==> src/hdl/assert_macros.svh <==
`ifndef ASSERT_MACROS_SVH
`define ASSERT_MACROS_SVH
// Assertion helpers: implication checks with clock and reset built in
`define ASSERT_IMPL(label, clk, rst_n, ante, cons) \
    label: assert property (@(posedge clk) disable iff (!rst_n) (ante) |-> (cons)) \
        else $error("assertion failed");
`define ASSERT_NEXT(label, clk, rst_n, ante, cons) \
    label: assert property (@(posedge clk) disable iff (!rst_n) (ante) |=> (cons)) \
        else $error("assertion failed");
`endif

==> src/hdl/thhe_pkg.sv <==
//------------------------------------------------------------------------------
// thhe_pkg
// Shared types, constants and CORDIC angle table for the hump height estimator.
//------------------------------------------------------------------------------
`default_nettype none
package thhe_pkg;
    localparam int unsigned CordicSteps = 20;
    localparam logic [13:0] TiltMax     = 14'd11520;
    localparam logic [15:0] HeightMax   = 16'hFFFF;
    localparam logic [13:0] ThreshReset = 14'd1280;
    localparam int unsigned QueueDepth  = 2;

    typedef struct packed {
        logic signed [15:0] accel_x;
        logic signed [15:0] accel_y;
        logic signed [15:0] accel_z;
        logic        [15:0] range_distance;
    } t_in_item;

    typedef struct packed {
        logic [13:0] tilt_angle;
        logic        in_hump;
        logic        height_ready;
        logic [15:0] est_height;
    } t_out_item;

    // Classified item passed from front to back
    typedef struct packed {
        logic [13:0] tilt;
        logic [15:0] distance;
    } t_mid_item;

    // atan(2^-i) in degrees * 65536
    function automatic logic [21:0] atan_lut(input logic [4:0] i);
        logic [21:0] v;
        case (i)
            5'd0:  v = 22'd2949120;
            5'd1:  v = 22'd1740967;
            5'd2:  v = 22'd919879;
            5'd3:  v = 22'd466945;
            5'd4:  v = 22'd234379;
            5'd5:  v = 22'd117304;
            5'd6:  v = 22'd58666;
            5'd7:  v = 22'd29335;
            5'd8:  v = 22'd14668;
            5'd9:  v = 22'd7334;
            5'd10: v = 22'd3667;
            5'd11: v = 22'd1833;
            5'd12: v = 22'd917;
            5'd13: v = 22'd458;
            5'd14: v = 22'd229;
            5'd15: v = 22'd115;
            5'd16: v = 22'd57;
            5'd17: v = 22'd29;
            5'd18: v = 22'd14;
            5'd19: v = 22'd7;
            default: v = 22'd0;
        endcase
        return v;
    endfunction
endpackage
`default_nettype wire

==> src/hdl/tilt_hump_height_estimator.sv <==
// Path: square root of y^2+z^2, vectoring CORDIC, then the queue hop to the
// back end; the CORDIC is skipped when x is zero or y and z are both zero.
// A sample that ends a hump can also run a rotation CORDIC, a multiply and a divide.
// The front end takes no new sample until it has handed the last one on.
// Reset: synchronous active-low; threshold returns to 1280, hump state clears.
//------------------------------------------------------------------------------
// tilt_hump_height_estimator
// Tilt angle and hump height estimator top level.
//------------------------------------------------------------------------------
`default_nettype none
`include "assert_macros.svh"
module tilt_hump_height_estimator #(
    parameter int unsigned P_QUEUE_DEPTH = thhe_pkg::QueueDepth
) (
    input  wire                  i_clk,
    input  wire                  i_rst_n,
    input  wire                  push,
    output logic                 full,
    input  thhe_pkg::t_in_item   i_item,
    output logic                 empty,
    input  wire                  pop,
    output thhe_pkg::t_out_item  o_item,
    input  wire                  i_cfg_valid,
    output logic                 o_cfg_ready,
    input  wire [13:0]           i_cfg_data
);
    import thhe_pkg::*;

    logic [13:0] r_thresh;
    logic        w_fv, w_fr, w_bv, w_br;
    t_mid_item   w_fi, w_bi;

    // threshold register
    assign o_cfg_ready = 1'b1;
    always_ff @(posedge i_clk) begin
        if (!i_rst_n) begin
            r_thresh <= ThreshReset;
        end else if (i_cfg_valid) begin
            r_thresh <= i_cfg_data;
        end
    end

    thhe_front u_front (
        .i_clk(i_clk), .i_rst_n(i_rst_n), .i_push(push), .o_full(full),
        .i_item(i_item), .o_valid(w_fv), .i_ready(w_fr), .o_item(w_fi)
    );

    thhe_queue #(.DEPTH(P_QUEUE_DEPTH)) u_queue (
        .i_clk(i_clk), .i_rst_n(i_rst_n), .i_valid(w_fv), .o_ready(w_fr),
        .i_item(w_fi), .o_valid(w_bv), .i_ready(w_br), .o_item(w_bi)
    );

    thhe_back u_back (
        .i_clk(i_clk), .i_rst_n(i_rst_n), .i_valid(w_bv), .o_ready(w_br),
        .i_item(w_bi), .i_thresh(r_thresh), .o_empty(empty), .i_pop(pop),
        .o_item(o_item)
    );

    // checks
    `ASSERT_IMPL(a_tilt_range, i_clk, i_rst_n, !empty, o_item.tilt_angle <= TiltMax)
    `ASSERT_IMPL(a_ready_ends, i_clk, i_rst_n, !empty && o_item.height_ready, !o_item.in_hump)
    `ASSERT_NEXT(a_accept_busy, i_clk, i_rst_n, push && !full, full)
endmodule
`default_nettype wire

==> src/hdl/thhe_front.sv <==
//------------------------------------------------------------------------------
// thhe_front
// Tilt front end: square-root of y^2+z^2 one bit a cycle, then vectoring
// CORDIC, one step a cycle. Emits tilt and distance into the queue.
//------------------------------------------------------------------------------
`default_nettype none
module thhe_front (
    input  wire                   i_clk,
    input  wire                   i_rst_n,
    input  wire                   i_push,
    output logic                  o_full,
    input  thhe_pkg::t_in_item    i_item,
    output logic                  o_valid,
    input  wire                   i_ready,
    output thhe_pkg::t_mid_item   o_item
);
    import thhe_pkg::*;

    typedef enum logic [2:0] {S_IDLE, S_SQRT, S_CORD, S_DONE} t_state;

    t_state             r_state;
    logic [4:0]         r_cnt;
    logic [32:0]        r_rem;     // square-root remainder
    logic [31:0]        r_n;       // radicand, shifted out two bits a step
    logic [16:0]        r_root;
    logic [15:0]        r_ax;
    logic [15:0]        r_dist;
    logic signed [34:0] r_px, r_py;
    logic signed [24:0] r_pz;
    logic [13:0]        r_tilt;

    // combinational step logic
    logic [32:0]        w_trial;
    logic [32:0]        w_rem_sh;
    logic signed [24:0] w_pzc;
    logic [15:0]        w_tr;
    logic signed [31:0] w_yy, w_zz;
    logic [31:0]        w_sq;
    logic [4:0]         w_i;
    logic signed [34:0] w_dx, w_dy;
    logic signed [24:0] w_a;

    always_comb begin
        w_rem_sh = {r_rem[30:0], r_n[31:30]};
        w_trial  = {14'd0, r_root[16:0], 2'b01};
        w_pzc    = r_pz;
        if (r_pz < 0) w_pzc = '0;
        if (r_pz > 25'sd5898240) w_pzc = 25'sd5898240;
        w_tr     = 16'((w_pzc + 25'sd256) >>> 9);
        w_yy     = i_item.accel_y * i_item.accel_y;
        w_zz     = i_item.accel_z * i_item.accel_z;
        w_sq     = unsigned'(w_yy) + unsigned'(w_zz);
        // CORDIC step datapath (shift index offset by one)
        w_i      = r_cnt - 5'd1;
        w_dx     = r_px >>> w_i;
        w_dy     = r_py >>> w_i;
        w_a      = signed'({3'd0, atan_lut(w_i)});
    end

    assign o_full  = (r_state != S_IDLE);
    assign o_valid = (r_state == S_DONE);
    assign o_item  = '{tilt: r_tilt, distance: r_dist};

    always_ff @(posedge i_clk) begin
        if (!i_rst_n) begin
            r_state <= S_IDLE;
        end else begin
            case (r_state)
                S_IDLE: begin
                    if (i_push) begin
                        r_ax   <= i_item.accel_x[15] ? 16'(-i_item.accel_x)
                                                     : 16'(i_item.accel_x);
                        r_dist <= i_item.range_distance;
                        r_n    <= w_sq;
                        r_rem  <= '0;
                        r_root <= '0;
                        r_cnt  <= '0;
                        r_state <= S_SQRT;
                    end
                end
                S_SQRT: begin
                    if (w_rem_sh >= w_trial) begin
                        r_rem  <= w_rem_sh - w_trial;
                        r_root <= {r_root[15:0], 1'b1};
                    end else begin
                        r_rem  <= w_rem_sh;
                        r_root <= {r_root[15:0], 1'b0};
                    end
                    r_n <= {r_n[29:0], 2'b00};
                    if (r_cnt == 5'd15) begin
                        r_cnt   <= '0;
                        r_state <= S_CORD;
                    end else begin
                        r_cnt <= r_cnt + 5'd1;
                    end
                end
                S_CORD: begin
                    if (r_cnt == 5'd0) begin
                        // load vector on first cycle
                        r_px  <= signed'({4'd0, r_root[16:0], 14'd0});
                        r_py  <= signed'({5'd0, r_ax, 14'd0});
                        r_pz  <= '0;
                        r_cnt <= 5'd1;
                        if (r_ax == 16'd0) begin
                            r_tilt <= '0; r_state <= S_DONE;
                        end else if (r_root == 17'd0) begin
                            r_tilt <= TiltMax; r_state <= S_DONE;
                        end
                    end else begin
                        // step index is r_cnt-1; counters shift by one
                        r_cnt <= r_cnt + 5'd1;
                        if (r_cnt == 5'd21) begin
                            r_tilt  <= (w_tr > 16'(TiltMax)) ? TiltMax : w_tr[13:0];
                            r_state <= S_DONE;
                        end else if (r_py >= 0) begin
                            r_px <= r_px + w_dy;
                            r_py <= r_py - w_dx;
                            r_pz <= r_pz + w_a;
                        end else begin
                            r_px <= r_px - w_dy;
                            r_py <= r_py + w_dx;
                            r_pz <= r_pz - w_a;
                        end
                    end
                end
                S_DONE: begin
                    if (i_ready) r_state <= S_IDLE;
                end
                default: r_state <= S_IDLE;
            endcase
        end
    end
endmodule
`default_nettype wire

==> src/hdl/thhe_queue.sv <==
//------------------------------------------------------------------------------
// thhe_queue
// Small FIFO decoupling the tilt front end from the hump back end.
//------------------------------------------------------------------------------
`default_nettype none
module thhe_queue #(
    parameter int unsigned DEPTH = thhe_pkg::QueueDepth
) (
    input  wire                  i_clk,
    input  wire                  i_rst_n,
    input  wire                  i_valid,
    output logic                 o_ready,
    input  thhe_pkg::t_mid_item  i_item,
    output logic                 o_valid,
    input  wire                  i_ready,
    output thhe_pkg::t_mid_item  o_item
);
    import thhe_pkg::*;
    localparam int unsigned AW = (DEPTH > 1) ? $clog2(DEPTH) : 1;

    t_mid_item      r_mem [DEPTH];
    logic [AW-1:0]  r_wp, r_rp;
    logic [AW:0]    r_cnt;
    logic           w_wr, w_rd;

    assign o_ready = (r_cnt != (AW+1)'(DEPTH));
    assign o_valid = (r_cnt != '0);
    assign w_wr    = i_valid && o_ready;
    assign w_rd    = o_valid && i_ready;
    assign o_item  = r_mem[r_rp];

    always_ff @(posedge i_clk) begin
        if (w_wr) r_mem[r_wp] <= i_item;
    end

    always_ff @(posedge i_clk) begin
        if (!i_rst_n) begin
            r_wp <= '0; r_rp <= '0; r_cnt <= '0;
        end else begin
            if (w_wr) r_wp <= (r_wp == AW'(DEPTH-1)) ? '0 : r_wp + AW'(1);
            if (w_rd) r_rp <= (r_rp == AW'(DEPTH-1)) ? '0 : r_rp + AW'(1);
            r_cnt <= r_cnt + (AW+1)'(w_wr) - (AW+1)'(w_rd);
        end
    end
endmodule
`default_nettype wire

==> src/hdl/thhe_back.sv <==
//------------------------------------------------------------------------------
// thhe_back
// Hump tracker: threshold compare, peak tracking, and on hump end a rotation
// CORDIC for tan, a 32x16 multiply and a restoring divide, one step a cycle.
//------------------------------------------------------------------------------
`default_nettype none
module thhe_back (
    input  wire                  i_clk,
    input  wire                  i_rst_n,
    input  wire                  i_valid,
    output logic                 o_ready,
    input  thhe_pkg::t_mid_item  i_item,
    input  wire [13:0]           i_thresh,
    output logic                 o_empty,
    input  wire                  i_pop,
    output thhe_pkg::t_out_item  o_item
);
    import thhe_pkg::*;

    typedef enum logic [2:0] {S_IDLE, S_CORD, S_MUL, S_DIV, S_OUT} t_state;

    t_state             r_state;
    logic               r_active;
    logic [15:0]        r_start;
    logic [13:0]        r_peak;
    logic [15:0]        r_height;
    logic [13:0]        r_tilt;
    logic               r_ready_flag;
    logic [4:0]         r_cnt;
    logic [15:0]        r_d;
    logic signed [33:0] r_px, r_py;
    logic signed [24:0] r_pz;
    logic [48:0]        r_num;     // D*S + C
    logic [31:0]        r_den;     // 2*C, below 2^32
    logic [48:0]        r_rem;
    logic [16:0]        r_q;       // quotient bits above 16 mean saturate
    logic [5:0]         r_dcnt;

    logic [13:0]        w_peak_n;
    logic [15:0]        w_dist_d;
    logic signed [33:0] w_dx, w_dy;
    logic signed [24:0] w_a;
    logic [49:0]        w_rsh;
    logic [31:0]        w_s;
    logic [47:0]        w_prod;
    logic               w_qbit;
    logic [16:0]        w_q_n;

    assign w_peak_n = (i_item.tilt > r_peak) ? i_item.tilt : r_peak;
    assign w_dist_d = (i_item.distance >= r_start) ? i_item.distance - r_start
                                                   : r_start - i_item.distance;
    assign w_dx = r_px >>> r_cnt;
    assign w_dy = r_py >>> r_cnt;
    assign w_a  = signed'({3'd0, atan_lut(r_cnt)});
    assign w_rsh = {r_rem, r_num[48]};

    // sine side, negative taken as zero, times distance moved
    assign w_s    = (r_py < 0) ? 32'd0 : r_py[31:0];
    assign w_prod = r_d * w_s;

    // next quotient bit, saturating once past 16 bits
    assign w_qbit = (w_rsh >= 50'(r_den));
    assign w_q_n  = (r_q[16:15] == 2'b00) ? {r_q[15:0], w_qbit} : 17'h1FFFF;

    assign o_ready = (r_state == S_IDLE);
    assign o_empty = (r_state != S_OUT);
    assign o_item  = '{tilt_angle: r_tilt, in_hump: r_active,
                       height_ready: r_ready_flag, est_height: r_height};

    always_ff @(posedge i_clk) begin
        if (!i_rst_n) begin
            r_state  <= S_IDLE;
            r_active <= 1'b0;
            r_start  <= '0;
            r_peak   <= '0;
            r_height <= '0;
        end else begin
            case (r_state)
                S_IDLE: begin
                    if (i_valid) begin
                        r_tilt       <= i_item.tilt;
                        r_ready_flag <= 1'b0;
                        r_state      <= S_OUT;
                        if (!r_active) begin
                            if (i_item.tilt >= i_thresh) begin
                                r_active <= 1'b1;
                                r_start  <= i_item.distance;
                            end
                        end else if (i_item.tilt < i_thresh) begin
                            r_active     <= 1'b0;
                            r_peak       <= '0;
                            r_ready_flag <= 1'b1;
                            if (w_dist_d == 16'd0 || w_peak_n == 14'd0) begin
                                r_height <= '0;
                            end else if (w_peak_n >= TiltMax) begin
                                r_height <= HeightMax;
                            end else begin
                                r_d     <= w_dist_d;
                                r_px    <= 34'sd1 <<< 30;
                                r_py    <= '0;
                                r_pz    <= signed'({2'd0, w_peak_n, 9'd0});
                                r_cnt   <= '0;
                                r_state <= S_CORD;
                            end
                        end else begin
                            r_peak <= w_peak_n;
                        end
                    end
                end
                S_CORD: begin
                    if (r_pz >= 0) begin
                        r_px <= r_px - w_dy;
                        r_py <= r_py + w_dx;
                        r_pz <= r_pz - w_a;
                    end else begin
                        r_px <= r_px + w_dy;
                        r_py <= r_py - w_dx;
                        r_pz <= r_pz + w_a;
                    end
                    r_cnt <= r_cnt + 5'd1;
                    if (r_cnt == 5'(CordicSteps-1)) r_state <= S_MUL;
                end
                S_MUL: begin
                    if (r_px <= 0) begin
                        r_height <= HeightMax;
                        r_state  <= S_OUT;
                    end else begin
                        r_num  <= {1'b0, w_prod} + {17'd0, r_px[31:0]};
                        r_den  <= {r_px[30:0], 1'b0};
                        r_rem  <= '0;
                        r_q    <= '0;
                        r_dcnt <= '0;
                        r_state <= S_DIV;
                    end
                end
                S_DIV: begin
                    // restoring divide, one quotient bit a cycle
                    r_rem  <= w_qbit ? 49'(w_rsh - 50'(r_den)) : w_rsh[48:0];
                    r_q    <= w_q_n;
                    r_num  <= {r_num[47:0], 1'b0};
                    r_dcnt <= r_dcnt + 6'd1;
                    if (r_dcnt == 6'd48) begin
                        r_height <= w_q_n[16] ? HeightMax : w_q_n[15:0];
                        r_state  <= S_OUT;
                    end
                end
                S_OUT: begin
                    if (i_pop) r_state <= S_IDLE;
                end
                default: r_state <= S_IDLE;
            endcase
        end
    end
endmodule
`default_nettype wire
==> config.mk <==
export PLATFORM = sky130hd
export DESIGN_NAME = tilt_hump_height_estimator
export DESIGN_NICKNAME = d
export VERILOG_FILES = /design/src/hdl/thhe_pkg.sv /design/src/hdl/tilt_hump_height_estimator.sv /design/src/hdl/thhe_front.sv /design/src/hdl/thhe_queue.sv /design/src/hdl/thhe_back.sv
export VERILOG_INCLUDE_DIRS = /design/src /design/src/hdl
export SDC_FILE = /design/constraint.sdc
export NUM_CORES = 2
export LEC_CHECK = 0
export ABC_AREA = 1
export BUFFER_PORTS_ARGS = -buffer_cell sky130_fd_sc_hd__buf_2
export CORE_MARGIN = 3
export CORE_UTILIZATION = 60
export DETAILED_ROUTE_END_ITERATION = 8
export GPL_ROUTABILITY_DRIVEN = 1
export PLACE_DENSITY_LB_ADDON = 0.3
export RECOVER_POWER = 50
export SLEW_MARGIN = 30
export SYNTH_ARGS = -nofsm -noshare
export SYNTH_HDL_FRONTEND = slang
export SYNTH_SLANG_ARGS = --single-unit
==> constraint.sdc <==
create_clock -name i_clk -period 11.3 [get_ports i_clk]
set_clock_uncertainty 0.15 [all_clocks]
set_input_delay 0 -clock i_clk [delete_from_list [all_inputs] [get_ports i_clk]]
set_output_delay 0 -clock i_clk [all_outputs]
set_load 0.03 [all_outputs]
* Word-level counts from Yosys, hierarchy flattened
Memories as Yosys holds them, arrays and structs flattened. A register that Yosys moved wholly into a read port is not among the register bits.
Cells that the tools add are included.
** Word-level totals
- Output and inout bits :: 35
- Bits of input ports :: 83
- Bits in read-only memories :: 1408
- Latch bits :: 0
- RAM bits :: 60
- Register bits :: 578
- Memories kept :: 3
** Operators by class
- Eq/ne operators :: 31
- Bitwise gates (word level) :: 4
- Multiplexer cells :: 107
- Divide/modulo/power cells :: 0
- Multipliers :: 3
- $add $sub $neg :: 28
- Shift operators :: 4
- Order comparisons :: 14
- Reductions and logical operators :: 35
** Memory list
- (name not given) :: depth 32, width 22, read ports 1, clocked after Yosys merged registers in 1, wr ports 0, line thhe_pkg.sv:36 : case (i)
- (name not given) :: depth 32, width 22, read ports 1, clocked after Yosys merged registers in 0, wr ports 0, line thhe_pkg.sv:36
- u_queue.r_mem :: depth 2, width 30, read ports 1, clocked after Yosys merged registers in 1, wr ports 1, line thhe_queue.sv:21 : t_mid_item r_mem [DEPTH];
** Operators with widths (count)
- two-way mux 34 bit :: 12
- two-way mux 25 bit :: 10
- one-hot mux 49 bit (2 select lines) :: 2
- two-way mux 49 bit :: 3
- two-way mux 16 bit :: 9
- two-way mux 35 bit :: 4
- one-hot mux 34 bit (2 select lines) :: 2
- two-way mux 14 bit :: 7
- two-way mux 31 bit :: 3
- adder 35 bit :: 2
- >>> shifter 35 x 5 -> 35 bit :: 2
- subtractor 35 bit :: 2
- adder 34 bit :: 2
- one-hot mux 17 bit (2 select lines) :: 2
- >>> shifter 34 x 5 -> 34 bit :: 2
- subtractor 34 bit :: 2
- multiplier 16 x 16 -> 32 bit :: 2
- two-way mux 32 bit :: 2
- one-hot mux 32 bit (2 select lines) :: 1
- one-hot mux 31 bit (2 select lines) :: 1
- two-way mux 17 bit :: 3
- adder 25 x 23 -> 25 bit :: 2
- greater-or-equal comparator 50 x 32 -> 1 bit :: 1
- one-hot mux 25 bit (2 select lines) :: 1
- 67 further kinds :: 147

* Longest topological paths before layout
- Depth after elaboration :: 10
- Gate-level depth with buffers :: 45
- Mapped depth without buffers :: 40

* Modules after synthesis
Synthesis repeated with hierarchy kept, for this count alone.
** Second synthesis, totals
- Cell total of the unflattened synthesis :: 11885
- Area total of the unflattened synthesis :: 89694.8 um^2
** Modules (own cells, without submodules)
- thhe_back :: cells an instance 6227, area each 45964.1 um^2, instances 1, seq. area each 9879.5 um^2
- thhe_front :: cells an instance 5442, area each 40610.2 um^2, instances 1, seq. area each 6826.5 um^2
- thhe_queue :: cells an instance 129, area each 2533.7 um^2, instances 1, seq. area each 1901.8 um^2
- tilt_hump_height_estimator :: cells an instance 87, area each 586.8 um^2, instances 1, seq. area each 280.3 um^2

* Least setup slack after synthesis
No wires, ideal clock.
- Path type :: flip-flop to flip-flop
- Start :: register u_front.r_cnt[1]
- End :: register u_front.r_px[0] (enable)
- Data arrival time :: 7.293 ns
- Data required time :: 10.485 ns
- Stages on the path, launching flop included :: 6
- Buffers on the path :: 0
- Setup time :: 0.665 ns
- Slack :: 3.192 ns
- Path through :: edfxtp_1 inv_1 ha_1 inv_1 nor4_1 nor3_1
** Between the ends
- Longest elaborated chain between the ends :: 3
** Ends and longest elaborated chain
- start, declared :: line thhe_front.sv:22 : logic [4:0] r_cnt;
- start signal, assigned :: line thhe_front.sv:94 : r_cnt <= r_cnt + 5'd1;
- start signal, assigned :: line thhe_front.sv:111 : r_cnt <= r_cnt + 5'd1;
- equality test 5 bit / zero test 5 bit (equally long branches) :: line thhe_front.sv:112, thhe_front.sv:98
- != test 2 x 1 -> 1 bit (no line) *
- AND reduction 3 bit (no line) *
- end signal, assigned :: line thhe_front.sv:100 : r_px <= signed'({4'd0, r_root[16:0], 14'd0});
- end signal, assigned :: line thhe_front.sv:116 : r_px <= r_px + w_dy;
- end signal, assigned :: line thhe_front.sv:120 : r_px <= r_px - w_dy;
- end, declared :: line thhe_front.sv:28 : logic signed [34:0] r_px, r_py;
Every way passes the cells marked *; elsewhere a longest branch is shown, timed or not.
A chain may end at the register's enable or synchronous reset.

* Worst setup path in the final report
- Start :: register u_front.r_cnt[0]
- End :: register u_front.r_px[32] (data pin)
** Between the ends
- Longest elaborated chain between the ends :: 5
** Ends and longest elaborated chain
- subtractor 5 x 1 -> 5 bit :: line thhe_front.sv:54 : w_i = r_cnt - 5'd1;
- >>> shifter 35 x 5 -> 35 bit :: line thhe_front.sv:56 : w_dy = r_py >>> w_i;
- subtractor 35 bit / adder 35 bit (equally long branches) :: line thhe_front.sv:120, thhe_front.sv:116
- two-way mux 35 bit :: line thhe_front.sv:115 : end else if (r_py >= 0) begin
- two-way mux 35 bit :: line thhe_front.sv:112 : if (r_cnt == 5'd21) begin
Parallel ways exist; a longest one is shown, timed or not. The select of a mux whose other input is x is not followed.

==> results list <==
- Portion of synthesized cell area occupied by the leading cell type: 22.4%
- The number of gates resized after CTS was 0.
* Routed wirelength normalized by instance count: 19.0 um
- Length of the first detailed-routing pass in iterations: 6
- Met3 wirelength from detailed routing: around 23 mm
- Antenna-violating nets left: 0
- Path depth of the worst reg2reg path: 25
- The flow ran to the end, but the final reports show violations.
- Final Hold Fails: 0
- Setup-violating endpoint count in the final report: 0
- Category of the worst setup path launch point: register
* Fraction of the mapped netlist area in adder cells: 30.9%
- The longest clock path from root to sink contains 3 buffers.
- Fraction of the core area covered by cells at the end of the flow: 64.9%
- Hold wc startpoint: pop
- The highest metal layer carrying signal wires in the routed design is met5.
- Wires add up to 257 mm.
- Setup repair after global routing left no endpoint under its margin.
- The endpoint identified for the worst register-to-register timing path is u_front.r_px[32]$_SDFFCE_PP0P_.
* Initial DRC Count: 7389
* Dominant combinational cell family by area after synthesis: adder cells
- In the routed design, unresolved DRC markers number 0.
- The synthesized netlist devotes 12.2% of its cell area to compound gates.
- Clock tree synthesis inserted a total of 80 buffers.
* Most used DFF post-synth: sky130_fd_sc_hd__edfxtp_1
- Counting flops with an async set or reset pin after synthesis yields a share of 0%.
- Along the worst hold path, the cell count comes to 4.
- The routed design could run at a clock period as short as 8.61 ns.
- Tracing the worst setup path back leads to its startpoint at u_front.r_cnt[0]$_DFFE_PP_.
* Post-synthesis net count: 13213
- Number of enable flip-flop cells after synthesis: 567
* Mapped Area: 88100 um2
* H-tree depth reported by CTS: 3
- Core Region: between 100000 and 150000 um2
- Clock root buffer: sky130_fd_sc_hd__clkbuf_16
- Setup tns final: 0 ns
- Die span in x: 389 um
- Top achievable clock speed: 0.116 GHz
* Share of synthesized area occupied by flip-flops and latches: 21.5%
- Crit path kind: register to register
- STA classifies the critical path endpoint as a register.
- Full die area: about 150000 um2
- Simple-gate share of the synthesized area: between 15 and 20%
- The later pin in the worst-skew pair is clocked with a latency of 0.74 ns.
- The checks that failed: max-capacitance violations, max-slew violations.
* HP Class: primary input to register
- Maximum number of pins on one net before global-route repair: 131
* Slack of the worst reg-to-reg path: 2.69 ns
- The first global-routing pass estimated a little over 400 mm of wire.
- IO Pins: around 120
- Initial Utilization: between 60% and 70%
- Data arrives at the worst endpoint at 8.92 ns.
* Worst min-delay path endpoint: u_back.r_state[2]$_SDFFE_PN0P_
* Initial antenna violation count: 7
* Final weighted congestion of routability-driven global placement: roughly 1.1
- Cell area reported after detailed placement: 90000 um2
- Transition at the pin with the smallest max-transition slack: 4.17 ns
* HPWL after DPL: between 200 and 250 mm
* Launch instance of the worst register-to-register path: u_front.r_cnt[0]$_DFFE_PP_
- The tool flagged a number of max-cap violations equal to 15.
* Via count of the first global-routing pass: 78210
- In the routed layout, each cell is associated on average with a via count of 5.77.
- Multiplexer cells account for less than 1% of the synthesized area.
- Most frequent standard cell in the layout excluding fill and tap cells: sky130_fd_sc_hd__nand2_1
- Met2 WL: 119 mm
- TritonCTS built the clock tree.
* Total routing resource utilization after global routing: approximately a third
- At the worst endpoint, the required time is 11.61 ns.
- The final critical path takes up 76.2% of the cycle.
- After global routing the overflow that remains totals 0.
- Max transition margin: -178%
- The max-slew violation count is 754.
* Number of cells on the critical path: 25
- The average instance in the mapped netlist occupies between 7 and 8 um2.
- Compared with the post-synthesis result, the final layout area differs by 6.65%.
- Share of final-layout standard cells stronger than drive strength 1: 3.97%
- Cell type group with the largest total delay on the critical path: simple AND/OR/NAND/NOR gates
- sky130_fd_sc_hd__fa_1 takes more of the synthesized area than any other cell.
- Count of warnings emitted by yosys: 0
* Slowest stage delay, CP: 0.76 ns
- Buffers on Ports: 116
* Gate count of the mapped netlist: 11550
- Fill cells in the final layout number roughly 12000.
* Net count of the finished layout: around 13000
- Final hold slack: 0.0793 ns
* CP Buf/Inv Count: 5
- The largest individual stage delay along the critical path comes from the cell sky130_fd_sc_hd__inv_2.
- After clock tree synthesis, the clock-pin slew on the worst setup and hold paths is ~0.060 ns.
- The finished cells cover 93900 um2.
* Die Height: 389 um
* Register bit total from synthesis: 660
- Counting every sink on the clock net gives 660.
* Xor/xnor cell area share of the yosys netlist: roughly 3%
- After detailed routing, the wire length on met1 is ~100 mm.
* Main area contributors after synthesis: sky130_fd_sc_hd__fa_1, sky130_fd_sc_hd__edfxtp_1, sky130_fd_sc_hd__nand2_1
- Via count: 78094
* Worst Path Max Fanout: just over 60
- The floorplan has 139 rows.
- In this run, distinct cell masters in the synthesized netlist total between 70 and 80.
- Leaving out fill and tap cells, the most frequent cells in the layout are sky130_fd_sc_hd__nand2_1, sky130_fd_sc_hd__inv_1, sky130_fd_sc_hd__fa_1.
==> cell type report <==
type                    count  area, um2  share of cell area, %
multi-input cells        8158      58800                   62.6
flip-flops and latches    660      18900                   20.1
inverters                2332       8770                   9.33
well taps                1903       2380                   2.54
repair buffers            326       2360                   2.52
clock buffers             100       2200                   2.34
clock inverters            47        539                  0.574
diodes                      5       12.5                 0.0133
==> synthesized netlist by cell type (7+ instances only) <==
cell / n
sky130_fd_sc_hd__o21a_1: 63
sky130_fd_sc_hd__nand2_4: 7
sky130_fd_sc_hd__fa_1: 986
sky130_fd_sc_hd__dfxtp_1: 93
sky130_fd_sc_hd__nand2_1: 2594
sky130_fd_sc_hd__a21boi_0: 17
sky130_fd_sc_hd__and2_1: 8
sky130_fd_sc_hd__inv_2: 23
sky130_fd_sc_hd__or2_2: 90
sky130_fd_sc_hd__a21oi_1: 733
sky130_fd_sc_hd__mux2i_1: 76
sky130_fd_sc_hd__clkbuf_1: 275
sky130_fd_sc_hd__nand2_2: 23
sky130_fd_sc_hd__a31oi_1: 93
sky130_fd_sc_hd__o21ai_1: 43
sky130_fd_sc_hd__o221ai_1: 21
sky130_fd_sc_hd__buf_4: 13
sky130_fd_sc_hd__edfxtp_1: 567
sky130_fd_sc_hd__o21bai_1: 21
sky130_fd_sc_hd__nor3_1: 89
sky130_fd_sc_hd__o211ai_1: 47
sky130_fd_sc_hd__buf_1: 37
sky130_fd_sc_hd__o31ai_1: 12
sky130_fd_sc_hd__clkinv_1: 12
sky130_fd_sc_hd__o22ai_1: 7
sky130_fd_sc_hd__nand3_1: 365
sky130_fd_sc_hd__a211oi_1: 13
sky130_fd_sc_hd__xnor2_1: 123
sky130_fd_sc_hd__nor2_1: 860
sky130_fd_sc_hd__buf_2: 67
sky130_fd_sc_hd__nand4_1: 81
sky130_fd_sc_hd__nor2_2: 10
sky130_fd_sc_hd__nand3b_1: 15
sky130_fd_sc_hd__inv_1: 2294
sky130_fd_sc_hd__ha_1: 594
sky130_fd_sc_hd__a21o_1: 22
sky130_fd_sc_hd__xor2_1: 185
sky130_fd_sc_hd__o21ai_0: 838
sky130_fd_sc_hd__nor4_1: 47
==> metrics by stage <==
stage	setup slack (ns)	cells
after floorplan	3.19	11550
after global placement	3.26	13253
after detailed placement	3.22	13253
after CTS	3.17	13525
after global routing	2.38	13530
final	2.69	13531
==> layer usage <==
layer | GRT usage (%) | vias up
met5 | 0 | -
met1 | 43.5 | 37118
met3 | 6.22 | 779
li1 | - | 36481
met2 | 55.6 | 3710
met4 | 16.5 | 6
==> timing repair <==
action / 4_1_cts / 5_1_grt
endpoints found under the hold margin: 114 / 0
hold buffers: 125 / 0
setup buffers: 0 / 0
==> state kept, by name, indices dropped and copies added (netlist names), 17 cells and up, named ones only <==
signal and count:
u_back.r_px 34, u_front.r_py 35, u_back.r_rem 49, u_front.r_n 32
u_front.r_root 17, u_back.r_num 49, u_back.r_pz 25, u_back.r_q 17
u_back.r_py 34, u_front.r_rem 31, u_back.w_a 22, u_front.r_pz 25
u_back.r_den 31, u_front.r_px 35, u_queue.r_mem 60
==> tightest hold or removal path: stages <==
cell and delay (ns):
sky130_fd_sc_hd__dlygate4sd3_1 0.55, sky130_fd_sc_hd__buf_2 0.11, sky130_fd_sc_hd__or2_2 0.17, sky130_fd_sc_hd__a21oi_1 0.08
==> worst max-delay path by stage <==
stage                                      to  slack, ns
4_1_cts        u_front.r_px[32]$_SDFFCE_PP0P_       3.17
3_5_place_dp   u_front.r_px[32]$_SDFFCE_PP0P_       3.22
5_1_grt        u_front.r_py[33]$_SDFFCE_PP0P_       2.38
6_report       u_front.r_px[32]$_SDFFCE_PP0P_       2.69
3_3_place_gp   u_front.r_px[32]$_SDFFCE_PP0P_       3.26
2_1_floorplan   u_front.r_px[0]$_SDFFCE_PP0P_       3.19
==> logic make-up after synthesis <==
family | after synthesis
flip-flops | 660
AO/OA/AOI/OAI | 1974
adder cells (fa/ha/maj) | 1580
buffers and inverters | 2732
multiplexers | 81
AND/OR/NAND/NOR | 4214
XOR/XNOR | 308
other | 1
Power is left out: the tool's default activity adds up to more than one toggle a clock period on the data nets, which glitch-free logic cannot reach.
